--- src/sv/cae_pkg.sv ---
`timescale 1ns / 1ps
// ----------------------------------------------------------------------------
// cae_pkg
// Shared types, constants and checksum functions for the checksummed address
// encoder: polymod fold, zero-flush matrix, alphabet lookup, status codes.
// ----------------------------------------------------------------------------
package cae_pkg;

    // checksum geometry
    localparam int unsigned CHK_W         = 40;
    localparam int unsigned SYM_W         = 5;
    localparam int unsigned CHECK_SYMBOLS = 8;
    localparam int unsigned CHK_CNT_W     = $clog2(CHECK_SYMBOLS + 1);
    localparam int unsigned MAX_LENGTH    = 90;
    localparam int unsigned COUNT_W       = 7;
    // total count above this value makes the address too long
    localparam int unsigned LEN_LIMIT     = MAX_LENGTH - CHECK_SYMBOLS - 1;

    // generator terms, one per bit of the top group
    localparam logic [CHK_W-1:0] GEN0 = 40'h98f2bc8e61;
    localparam logic [CHK_W-1:0] GEN1 = 40'h79b76d99e2;
    localparam logic [CHK_W-1:0] GEN2 = 40'hf33e5fb3c4;
    localparam logic [CHK_W-1:0] GEN3 = 40'hae2eabe2a8;
    localparam logic [CHK_W-1:0] GEN4 = 40'h1e4f43e470;
    localparam logic [CHK_W-1:0] CHK_INIT = 40'h1;

    // character constants
    localparam logic [7:0] SEP_CHAR   = 8'h3A;
    localparam logic [7:0] CHAR_MIN   = 8'd33;
    localparam logic [7:0] CHAR_MAX   = 8'd126;
    localparam logic [7:0] UPPER_MIN  = 8'h41;
    localparam logic [7:0] UPPER_MAX  = 8'h5A;
    localparam logic [7:0] SYM_MAX    = 8'd31;

    // 32-letter alphabet, index 0 is the rightmost character of the string
    localparam logic [31:0][7:0] ALPHABET = "l7aum6echk45nj3s0wdvt2fg8x9yrzpq";

    // status codes reported on the final word
    typedef enum logic [2:0] {
        ST_OK        = 3'd0,
        ST_BAD_CHAR  = 3'd1,
        ST_UPPER     = 3'd2,
        ST_TOO_LONG  = 3'd3,
        ST_SYM_RANGE = 3'd4,
        ST_ORDER     = 3'd5
    } status_t;

    // one item's results as handed to the output buffer
    typedef struct packed {
        logic [7:0]       lead0;
        logic [7:0]       lead1;
        logic [1:0]       lead_cnt;
        logic             flush;
        logic [CHK_W-1:0] chk_pre;
        status_t          status;
    } cae_load_t;

    typedef logic [CHK_W-1:0][CHK_W-1:0] flush_mat_t;

    // one polymod step: shift in a 5-bit symbol and reduce
    function automatic logic [CHK_W-1:0] cae_fold(input logic [CHK_W-1:0] acc,
                                                  input logic [SYM_W-1:0] sym);
        logic [SYM_W-1:0] top;
        logic [CHK_W-1:0] r;
        top = acc[CHK_W-1 -: SYM_W];
        r   = {acc[CHK_W-SYM_W-1:0], sym};
        if (top[0]) r = r ^ GEN0;
        if (top[1]) r = r ^ GEN1;
        if (top[2]) r = r ^ GEN2;
        if (top[3]) r = r ^ GEN3;
        if (top[4]) r = r ^ GEN4;
        return r;
    endfunction

    // columns of the linear map that folds in the trailing zero symbols
    function automatic flush_mat_t cae_flush_cols();
        flush_mat_t       m;
        logic [CHK_W-1:0] c;
        for (int i = 0; i < CHK_W; i++) begin
            c = CHK_W'(1) << i;
            for (int k = 0; k < CHECK_SYMBOLS; k++) begin
                c = cae_fold(c, SYM_W'(0));
            end
            m[i] = c;
        end
        return m;
    endfunction

    localparam flush_mat_t FLUSH_COLS = cae_flush_cols();

    // fold in all trailing zeros at once: xor of the selected columns
    function automatic logic [CHK_W-1:0] cae_flush(input logic [CHK_W-1:0] c);
        logic [CHK_W-1:0] r;
        r = '0;
        for (int i = 0; i < CHK_W; i++) begin
            if (c[i]) r = r ^ FLUSH_COLS[i];
        end
        return r;
    endfunction

    function automatic logic [7:0] cae_alpha(input logic [SYM_W-1:0] idx);
        return ALPHABET[idx];
    endfunction

endpackage

--- src/sv/checksummed_address_encoder.sv ---
`timescale 1ns / 1ps
// ----------------------------------------------------------------------------
// checksummed_address_encoder
// Streams a checksummed address from prefix bytes and 5-bit data symbols,
// keeping a 40-bit polymod checksum and appending eight checksum characters.
//
//   channel | direction | payload                          | handshake
//   s_      | in        | s_cmd, s_value, s_last           | s_valid / s_ready
//   m_      | out       | m_out_char, m_final_res, m_status | m_valid / m_ready
//
// A word taken into the input register moves on to the output buffer once
// the buffer can load it; its first character is then offered from there.
// Prefix bytes and later data symbols give one word each, one item per cycle
// while m_ready is high. The first data symbol gives two words; the last item
// gives 9 or 10 words, drained one character per cycle while m_ready is high.
// Reset is synchronous on aresetn and returns the checksum to its start value.
// With m_ready low the buffer holds, and one more item waits in the input
// register before s_ready drops.
// ----------------------------------------------------------------------------
module checksummed_address_encoder (
    input  logic       aclk,
    input  logic       aresetn,
    input  logic       s_valid,
    output logic       s_ready,
    input  logic       s_cmd,
    input  logic [7:0] s_value,
    input  logic       s_last,
    output logic       m_valid,
    input  logic       m_ready,
    output logic [7:0] m_out_char,
    output logic       m_final_res,
    output logic [2:0] m_status
);
    import cae_pkg::*;

    // input register
    logic       in_valid_reg, in_valid_next;
    logic       in_cmd_reg;
    logic [7:0] in_value_reg;
    logic       in_last_reg;

    // address state
    logic [CHK_W-1:0]   chk_reg, chk_next;
    logic               in_data_reg, in_data_next;
    logic [COUNT_W-1:0] count_reg, count_next;
    status_t            err_reg, err_next;

    logic      load;
    logic      can_load;
    logic      s_take;
    cae_load_t load_word;

    // work signals of the item in the input register
    logic [CHK_W-1:0]   chk_item;
    status_t            err_item;
    logic [SYM_W-1:0]   sym;
    logic [7:0]         lead0;
    logic [7:0]         lead1;
    logic [1:0]         lead_cnt;
    logic [COUNT_W:0]   count_sum;
    logic [COUNT_W-1:0] count_item;

    assign load    = in_valid_reg && can_load;
    assign s_ready = !in_valid_reg || load;
    assign s_take  = s_valid && s_ready;
    assign sym     = in_value_reg[SYM_W-1:0];

    // input register
    always_comb begin
        in_valid_next = s_take || (in_valid_reg && !load);
    end

    always_ff @(posedge aclk) begin
        if (!aresetn) begin
            in_valid_reg <= 1'b0;
        end else begin
            in_valid_reg <= in_valid_next;
        end
    end

    always_ff @(posedge aclk) begin
        if (s_take) begin
            in_cmd_reg   <= s_cmd;
            in_value_reg <= s_value;
            in_last_reg  <= s_last;
        end
    end

    // fold the item and build its lead characters
    always_comb begin
        chk_item = chk_reg;
        err_item = err_reg;
        lead0    = in_value_reg;
        lead1    = in_value_reg;
        lead_cnt = 2'd1;
        if (!in_cmd_reg) begin
            // prefix byte: echoed and folded, checked for range and case
            if (in_data_reg && err_item == ST_OK) begin
                err_item = ST_ORDER;
            end
            if (err_item == ST_OK) begin
                if (in_value_reg < CHAR_MIN || in_value_reg > CHAR_MAX) begin
                    err_item = ST_BAD_CHAR;
                end else if (in_value_reg >= UPPER_MIN && in_value_reg <= UPPER_MAX) begin
                    err_item = ST_UPPER;
                end
            end
            chk_item = cae_fold(chk_item, sym);
            // empty data part: separator follows the last prefix byte
            if (in_last_reg && !in_data_reg) begin
                chk_item = cae_fold(chk_item, SYM_W'(0));
                lead1    = SEP_CHAR;
                lead_cnt = 2'd2;
            end
        end else begin
            // data symbol: the first one brings the separator
            if (!in_data_reg) begin
                chk_item = cae_fold(chk_item, SYM_W'(0));
                lead0    = SEP_CHAR;
                lead1    = cae_alpha(sym);
                lead_cnt = 2'd2;
            end else begin
                lead0    = cae_alpha(sym);
            end
            if (in_value_reg > SYM_MAX && err_item == ST_OK) begin
                err_item = ST_SYM_RANGE;
            end
            chk_item = cae_fold(chk_item, sym);
        end

        // saturating character count
        count_sum  = {1'b0, count_reg} + (COUNT_W+1)'(lead_cnt);
        count_item = count_sum[COUNT_W] ? '1 : count_sum[COUNT_W-1:0];

        if (in_last_reg && err_item == ST_OK && count_item > COUNT_W'(LEN_LIMIT)) begin
            err_item = ST_TOO_LONG;
        end
    end

    // state update and buffer load word
    always_comb begin
        chk_next     = chk_reg;
        in_data_next = in_data_reg;
        count_next   = count_reg;
        err_next     = err_reg;
        if (load) begin
            if (in_last_reg) begin
                chk_next     = CHK_INIT;
                in_data_next = 1'b0;
                count_next   = '0;
                err_next     = ST_OK;
            end else begin
                chk_next     = chk_item;
                in_data_next = in_data_reg || in_cmd_reg;
                count_next   = count_item;
                err_next     = err_item;
            end
        end
        load_word.lead0    = lead0;
        load_word.lead1    = lead1;
        load_word.lead_cnt = lead_cnt;
        load_word.flush    = in_last_reg;
        load_word.chk_pre  = chk_item;
        load_word.status   = in_last_reg ? err_item : ST_OK;
    end

    always_ff @(posedge aclk) begin
        if (!aresetn) begin
            chk_reg     <= CHK_INIT;
            in_data_reg <= 1'b0;
            count_reg   <= '0;
            err_reg     <= ST_OK;
        end else begin
            chk_reg     <= chk_next;
            in_data_reg <= in_data_next;
            count_reg   <= count_next;
            err_reg     <= err_next;
        end
    end

    // output buffer
    cae_emitter u_emitter (
        .aclk        (aclk),
        .aresetn     (aresetn),
        .load        (load),
        .load_word   (load_word),
        .can_load    (can_load),
        .m_valid     (m_valid),
        .m_ready     (m_ready),
        .m_out_char  (m_out_char),
        .m_final_res (m_final_res),
        .m_status    (m_status)
    );

endmodule

--- src/sv/cae_emitter.sv ---
`timescale 1ns / 1ps
// ----------------------------------------------------------------------------
// cae_emitter
// Output buffer: holds the lead characters of one item and, for the final
// item, expands the checksum into characters, one word per cycle with m_ready.
// ----------------------------------------------------------------------------
module cae_emitter (
    input  logic               aclk,
    input  logic               aresetn,
    input  logic               load,
    input  cae_pkg::cae_load_t load_word,
    output logic               can_load,
    output logic               m_valid,
    input  logic               m_ready,
    output logic [7:0]         m_out_char,
    output logic               m_final_res,
    output logic [2:0]         m_status
);
    import cae_pkg::*;

    logic [7:0]           lead0_reg, lead0_next;
    logic [7:0]           lead1_reg, lead1_next;
    logic [1:0]           lead_cnt_reg, lead_cnt_next;
    logic [CHK_CNT_W-1:0] chk_cnt_reg, chk_cnt_next;
    logic                 calc_reg, calc_next;
    logic [CHK_W-1:0]     chk_pre_reg, chk_pre_next;
    logic [CHK_W-1:0]     chk_out_reg, chk_out_next;
    status_t              status_reg, status_next;

    logic take;
    logic one_left;
    logic in_lead;

    // output side
    assign in_lead     = (lead_cnt_reg != 2'd0);
    assign m_valid     = in_lead || (chk_cnt_reg != '0);
    assign take        = m_valid && m_ready;
    assign one_left    = (lead_cnt_reg == 2'd1 && chk_cnt_reg == '0) ||
                         (lead_cnt_reg == 2'd0 && chk_cnt_reg == CHK_CNT_W'(1));
    assign can_load    = !m_valid || (m_ready && one_left);
    assign m_out_char  = in_lead ? lead0_reg : cae_alpha(chk_out_reg[CHK_W-1 -: SYM_W]);
    assign m_final_res = !in_lead && (chk_cnt_reg == CHK_CNT_W'(1));
    assign m_status    = m_final_res ? status_reg : ST_OK;

    // buffer next state
    always_comb begin
        lead0_next    = lead0_reg;
        lead1_next    = lead1_reg;
        lead_cnt_next = lead_cnt_reg;
        chk_cnt_next  = chk_cnt_reg;
        calc_next     = 1'b0;
        chk_pre_next  = chk_pre_reg;
        chk_out_next  = chk_out_reg;
        status_next   = status_reg;
        // final checksum forms in the cycle after the load, before the lead drains
        if (calc_reg) begin
            chk_out_next = cae_flush(chk_pre_reg) ^ CHK_INIT;
        end
        if (load) begin
            lead0_next    = load_word.lead0;
            lead1_next    = load_word.lead1;
            lead_cnt_next = load_word.lead_cnt;
            chk_cnt_next  = load_word.flush ? CHK_CNT_W'(CHECK_SYMBOLS) : '0;
            calc_next     = load_word.flush;
            chk_pre_next  = load_word.chk_pre;
            status_next   = load_word.status;
        end else if (take) begin
            if (in_lead) begin
                lead0_next    = lead1_reg;
                lead_cnt_next = lead_cnt_reg - 2'd1;
            end else begin
                chk_cnt_next  = chk_cnt_reg - CHK_CNT_W'(1);
                chk_out_next  = chk_out_reg << SYM_W;
            end
        end
    end

    // control registers
    always_ff @(posedge aclk) begin
        if (!aresetn) begin
            lead_cnt_reg <= 2'd0;
            chk_cnt_reg  <= '0;
            calc_reg     <= 1'b0;
        end else begin
            lead_cnt_reg <= lead_cnt_next;
            chk_cnt_reg  <= chk_cnt_next;
            calc_reg     <= calc_next;
        end
    end

    // payload registers
    always_ff @(posedge aclk) begin
        lead0_reg   <= lead0_next;
        lead1_reg   <= lead1_next;
        chk_pre_reg <= chk_pre_next;
        chk_out_reg <= chk_out_next;
        status_reg  <= status_next;
    end

endmodule

--- config.mk ---
export PLATFORM = sky130hd
export DESIGN_NAME = checksummed_address_encoder
export DESIGN_NICKNAME = d
export VERILOG_FILES = /design/src/sv/cae_pkg.sv /design/src/sv/checksummed_address_encoder.sv /design/src/sv/cae_emitter.sv
export SDC_FILE = /design/constraint.sdc
export NUM_CORES = 1
export LEC_CHECK = 0
export BUFFER_PORTS_ARGS = -buffer_cell sky130_fd_sc_hd__buf_4
export CELL_PAD_IN_SITES_DETAIL_PLACEMENT = 1
export CELL_PAD_IN_SITES_GLOBAL_PLACEMENT = 2
export CORE_MARGIN = 3
export CORE_UTILIZATION = 35
export DETAILED_ROUTE_END_ITERATION = 10
export GPL_ROUTABILITY_DRIVEN = 0
export GPL_TIMING_DRIVEN = 0
export MAX_ROUTING_LAYER = met4
export PLACE_DENSITY_LB_ADDON = 0.1
export SYNTH_ARGS = -nofsm -noshare
export SYNTH_HDL_FRONTEND = slang
export SYNTH_SLANG_ARGS = --single-unit
export TNS_END_PERCENT = 30
--- constraint.sdc ---
create_clock -name aclk -period 3.82 [get_ports aclk]
set_clock_uncertainty 0.1 [all_clocks]
set_input_delay 0.191 -clock aclk [delete_from_list [all_inputs] [get_ports aclk]]
set_output_delay 0.191 -clock aclk [all_outputs]
set_load 0.02 [all_outputs]
==> results by group, run 1 <==
Cells and area
  – Synth-to-Final Area Change: 11.3%
  – Non-filler instance count after layout: 2,133
  – Final-layout fill cell count: 4,622
  – Register area: 4290 um^2
  – Commonest non-fill, non-tap cell in the layout: xnor2_1
  – Nets: 1,616
  – Ratio of cells with drive above 1 in the final layout: 0.0821
  – Multi-input gate area: 9730 um^2
  – Commonest non-fill, non-tap cells in the layout: xnor2_1 (394), xor2_1 (116), dfxtp_1 (111)
  – Antenna fix cells: 0

Place
  – DP HPWL: 39.6 mm
  – Port bufs: 27
  – Dpl cells: 2,096

Global route
  – First-pass GRT wire length: 77.4 mm
  – Vias in the first global route: 11,400
  – Grt total ovfl: 0
  – Maximum number of pins on one net before global-route repair: 41
  – Initial antenna violation count: 1
  – GRT Total Usage: 0.241

Synth
  – YS warnings: 0
  – Syn Inst Count: 1,543
  – Post-synthesis cell area: 14,500 um^2
  – Yosys cell types: 77
  – Dominant cell type by area after synthesis: xnor2_1
  – Number of flops mapped to enable cells by yosys: 69
  – Top cells by area, synth: xnor2_1 (24%), dfxtp_1 (15%), edfxtp_1 (14%)
  – Synth Register Bits: 180
  – Top-area cell type share of the netlist area: 0.240
  – Synth Net Count: 1,564
  – Share of the yosys chip area belonging to registers: 0.296
  – Avg Synthesized Cell Area: 9.41 um^2
  – Commonest register cell after synthesis: dfxtp_1
  – Async set-reset flop share out of synthesis: 0

Setup path
  – Required time of the critical path: 4.07 ns
  – CP Launch Type: register
  – CP Buf/Inv Count: 0
  – Critical Path Fanout Max: 5
  – CP max stage cell: xnor2_1
  – Critical path's top delay family: XOR/XNOR gates
  – Crit path DAT: 3.91 ns
  – WP depth: 8
  – Most common cell on crit path: xnor2_1
  – Setup Crit Path Kind: register to register
  – Worst Reg-to-Reg Cells: 8
  – CP Capture Type: register
  – CP Cell Sequence: xnor2_1 -> xnor3_1 -> xnor2_1 -> xnor2_1 -> a211o_1 -> a21boi_0 -> mux2i_1 -> o221ai_1
  – CP max stage delay: 0.76 ns

Clock tree
  – CTS tree: done
  – Root Buffer: clkbuf_16
  – Clock-pin transition on the worst setup and hold timing paths: 0.09 ns
  – H-tree depth: 4
  – Num CTS Buffers: 17
  – Clock network latency to the later pin of the worst-skew pair: 0.46 ns
  – Max Buffers Root-to-Sink: 2
  – Sink Count: 180

Floorplan
  – Die height: 210 um
  – Initial Utilization: 0.360
  – Standard-cell rows: 73
  – Die Width: 210 um
  – DIE AREA: 44,000 um^2
  – Top Ports: 28
  – Core Footprint: 40,400 um^2

Worst hold path
  – Hold depth: 3
  – Worst hold path type: input pin to register

Timing
  – Max Slew Vio Count: 0
  – Actual slew at the worst max-slew pin: 1.06 ns
  – Final hold vios: 0
  – Final period util: 0.956
  – Max Freq: 274 MHz
  – RSZ-0062 raised after global routing: true
  – Final setup viols: 0
  – Fin crit period: 3.65 ns
  – Slew HR: 0.290

Route
  – Drt pass-1 iters: 5
  – Antenna Nets Post-Route: 0
  – DRT Wirelength: 51.2 mm
  – Via/cell ratio: 5.21
  – Initial drt markers: 806
  – DR DRC count: 0
  – Via Count: 11,100
  – Drt wl/cell: 24.0 um

Flow run
  – Max-cap viol count: 0

Run status
  – Run status: completed
==> per-stage QoR <==
step           setup WS [ns]  hold slack, ns  cell area [um^2]  setup TNS [ns]   util
2_1_floorplan          0.172           0.190             14500               0      -
3_5_place_dp           -1.29           0.271             15400           -6.23  0.382
6_report               0.168           0.170             16200               0  0.400
4_1_cts               0.0350           0.160             16100               0  0.399
3_3_place_gp           -1.23           0.269             15400          -51.85  0.381
5_1_grt              -0.0659           0.196             16200          -0.323  0.400
==> logic make-up after synthesis <==
family / count (synthesis) / synth area share
fa+ha+maj: 7 / 0.00655
buf+inv: 141 / 0.0390
xor+xnor: 571 / 0.397
simple gates: 291 / 0.0918
compound gates: 299 / 0.131
flops: 180 / 0.296
mux: 54 / 0.0396
==> synth_stat cells, drive strengths merged (6+ instances only) <==
library cell,n
clkbuf,88
and2,12
xnor2,408
nand2b,6
nand3,13
a21o,10
a31oi,8
a22oi,10
nor3,10
o21ai,80
nand2,98
mux2i,46
nor2,99
xor2,121
nor2b,24
xor3,8
edfxtp,69
mux2,8
ha,6
a211oi,19
o21a,7
buf,35
a22o,36
xnor3,34
dfxtp,111
o22ai,10
a21oi,86
inv,16
==> final timing paths <==
path	startpoint	end	slack, ns
hold reg to reg	u_emitter.chk_out_reg[1]	u_emitter.chk_out_reg[6]	0.36
setup reg to reg	u_emitter.chk_pre_reg[2]	register	0.17
hold / removal	aresetn	chk_reg[0]	0.17
setup / recovery	u_emitter.chk_pre_reg[2]	register	0.17
==> final cells by class <==
type / count / share of cell area
Inverter: 18 / 0.00426
Buffer: 116 / 0.0296
Clock inverter: 15 / 0.0103
Tap cell: 525 / 0.0406
Timing Repair Buffer: 40 / 0.0211
Clock buffer: 17 / 0.0263
Sequential cell: 180 / 0.266
Multi-Input combinational cell: 1222 / 0.602
==> metal layers <==
metal	wire, um	vias to the layer above	track usage
li1	-	5310	-
met1	23700	5527	0.323
met2	24500	225	0.393
met3	1860	56	0.0263
met4	1210	0	0.0612
met5	0	-	-
==> tightest hold or removal path: stages <==
cell and delay (ns):
buf_4 0.13, clkbuf_1 0.24, o21ai_0 0.13
==> what timing repair did <==
action                                  CTS  global route
resized for setup                         6             9
hold buffers                             11             0
pin swaps                                 1             1
buffers inserted                          1             0
endpoints found under the setup margin   24            16
hold endpoints to repair                 11             0
Power of run 1 is left out: the tool's default activity adds up to more than one toggle a clock period on the data nets, which glitch-free logic cannot reach.
==> run 2: changes to the inputs <==
--- a/config.mk
+++ b/config.mk
@@ -17,5 +17,6 @@
 export PLACE_DENSITY_LB_ADDON = 0.1
 export SYNTH_ARGS = -nofsm -noshare
 export SYNTH_HDL_FRONTEND = slang
+export SYNTH_HIERARCHICAL = 1
 export SYNTH_SLANG_ARGS = --single-unit
 export TNS_END_PERCENT = 30
==> results by group, run 2 <==
Run status
  – Run status: completed

Place
  – Port bufs: 27
  – Placed cell areas: 15,700 um^2
  – DP HPWL: 41.9 mm

Worst hold path
  – Hold path start: m_ready
  – Hold worst-path end: u_emitter/chk_cnt_reg[1]
  – Worst hold path type: input pin to register
  – Hold depth: 5

Setup path
  – Worst reg2reg endpoint: u_emitter/chk_pre_reg[15]
  – CP Cell Sequence: buf_2 -> xnor2_1 -> xnor2_2 -> mux2i_2 -> xnor2_2 -> xor2_1 -> xor2_1 -> mux2i_1
  – Worst R2R Start: chk_reg[34]
  – CP Capture Type: register
  – CP max stage delay: 0.71 ns
  – CP Launch Point: chk_reg[34]
  – Setup Crit Path Kind: register to register
  – Critical path's top delay family: XOR/XNOR gates
  – CP Launch Type: register
  – CP Buf/Inv Count: 1
  – CP max stage cell: xnor2_2
  – Flop-to-flop setup slack: 0.05 ns
  – Crit path DAT: 3.86 ns
  – Required time of the critical path: 3.91 ns
  – Worst Reg-to-Reg Cells: 8
  – Critical Path Fanout Max: 8

Floorplan
  – Standard-cell rows: 74
  – Top Ports: 28
  – Die Width: 212 um
  – Core Footprint: 41,400 um^2
  – Die height: 212 um
  – Initial Utilization: 0.359
  – DIE AREA: 45,000 um^2

Timing
  – RSZ-0062 raised after global routing: false
  – Final hold vios: 0
  – Post-Route Setup TNS: 0 ns
  – Max Slew Vio Count: 0
  – Slew HR: 0.205
  – Final setup viols: 0
  – Max Freq: 265 MHz
  – Fin crit period: 3.77 ns
  – Final hold slack: 0.152 ns
  – Actual slew at the worst max-slew pin: 1.19 ns
  – Final period util: 0.987

Synth
  – Post-synthesis simple-gate area fraction: 0.0861
  – Share of the yosys chip area belonging to registers: 0.289
  – Post-synthesis mux area share: 0.0549
  – Top cells by area, synth: xnor2_1 (23%), dfxtp_1 (15%), edfxtp_1 (14%)
  – Post-Synth Adder-Cell Area: 0.00724
  – Compound-Gate Fraction of Synth Area: 0.121
  – Leading cell types by count after synthesis: xnor2_1 (388), xor2_1 (131), dfxtp_1 (111)
  – Number of flops mapped to enable cells by yosys: 69
  – Top-count cell post-synth: xnor2_1
  – YS warnings: 6
  – Synth Register Bits: 180
  – Synth Net Count: 1,587
  – Commonest register cell after synthesis: dfxtp_1
  – Avg Synthesized Cell Area: 9.49 um^2
  – Largest family of logic cells by synthesized area: XOR/XNOR gates
  – XOR/XNOR Fraction of Synth Area: 0.397
  – Post-synthesis cell area: 14,900 um^2
  – Dominant cell type by area after synthesis: xnor2_1
  – Async set-reset flop share out of synthesis: 0
  – Yosys cell types: 82
  – Top-area cell type share of the netlist area: 0.229
  – Syn Inst Count: 1,565

Global route
  – Vias in the first global route: 11,800
  – Maximum number of pins on one net before global-route repair: 31
  – Grt total ovfl: 0
  – First-pass GRT wire length: 81.6 mm
  – GRT Total Usage: 0.259
  – Initial antenna violation count: 0

Cells and area
  – Commonest non-fill, non-tap cell in the layout: xnor2_1
  – Nets: 1,650
  – Commonest non-fill, non-tap cells in the layout: xnor2_1 (386), xor2_1 (131), dfxtp_1 (110)
  – Synth-to-Final Area Change: 12.2%
  – Final-layout fill cell count: 4,748
  – Multi-input gate area: 9960 um^2
  – Final instance area: 16,700 um^2
  – Register area: 4300 um^2
  – Ratio of cells with drive above 1 in the final layout: 0.126

Route
  – Antenna Nets Post-Route: 0
  – Max layer used: met4
  – Drt wl/cell: 25.6 um
  – Met3 wire length: 2.20 mm
  – Met1 WL: 24.7 mm
  – Initial drt markers: 670
  – DRT Wirelength: 55.7 mm
  – Wire length on met2: 27.0 mm
  – Via/cell ratio: 5.29
  – Drt pass-1 iters: 4
  – DR DRC count: 0
  – Via Count: 11,500

Clock tree
  – Sink Count: 180
  – Clock-pin transition on the worst setup and hold timing paths: 0.08 ns
  – CTS tree: done
  – H-tree depth: 4
  – Clock network latency to the later pin of the worst-skew pair: 0.49 ns
  – Root Buffer: clkbuf_16
  – Max Buffers Root-to-Sink: 2
  – Num CTS Buffers: 17

Flow run
  – Max-cap viol count: 0
## run 2: layer usage
metal  vias to the layer above  global-route usage
li1                       5390                   -
met1                      5777               0.331
met2                       254               0.422
met3                        80              0.0323
met4                         0              0.0938
met5                         -                   -
## run 2: layout make-up
cell class                 instances  share of cell area
antenna                            2            0.000300
buffer                           117              0.0372
clock buffer                      17              0.0255
clock inverter                    15              0.0120
inverter                          26             0.00645
multi-input combinational       1239               0.597
sequential                       180               0.258
tap                              532              0.0399
timing repair buffer              47              0.0237
## run 2: repair_timing
| item | in CTS | in global routing |
|---|---|---|
| endpoints found under the hold margin | 20 | 0 |
| hold buffers | 12 | 0 |
| endpoints found under the setup margin | 73 | 21 |
| buffers inserted | 2 | 4 |
| cloned | 2 | 0 |
| pin swaps | 2 | 2 |
| resized for setup | 29 | 19 |
## run 2: how the worst max path moves through the flow
stage               slack (ns)                         to  cells after the start
CTS                       0.04                   register                     16
global placement         -1.51    u_emitter/status_reg[1]                     16
floorplan                 0.12                   register                     16
global route             0.005                   register                     17
finish                    0.05  u_emitter/chk_pre_reg[15]                      8
detailed placement       -1.55    u_emitter/status_reg[1]                     16
## run 2: worst register-to-register path, delay by kind of cell (launching register included)
kind / cells / cell delay, ns
mux: 2 / 0.43
buf+inv: 1 / 0.33
xor+xnor: 5 / 2.30
flops: 1 / 0.32
## run 2: cells by family after synthesis
family | Yosys count
AO/OA/AOI/OAI | 284
XOR/XNOR | 582
adder cells (fa/ha/maj) | 8
AND/OR/NAND/NOR | 288
buffers and inverters | 146
multiplexers | 77
flip-flops | 180
## run 2: stage by stage
step	util	worst slack (ns)	std cells
3_3_place_gp	0.380	-1.51	2124
5_1_grt	0.403	0.00525	2173
2_1_floorplan	-	0.124	1565
4_1_cts	0.401	0.0353	2170
3_5_place_dp	0.380	-1.55	2124
6_report	0.403	0.0488	2175
Power of run 2 is left out for the same reason.
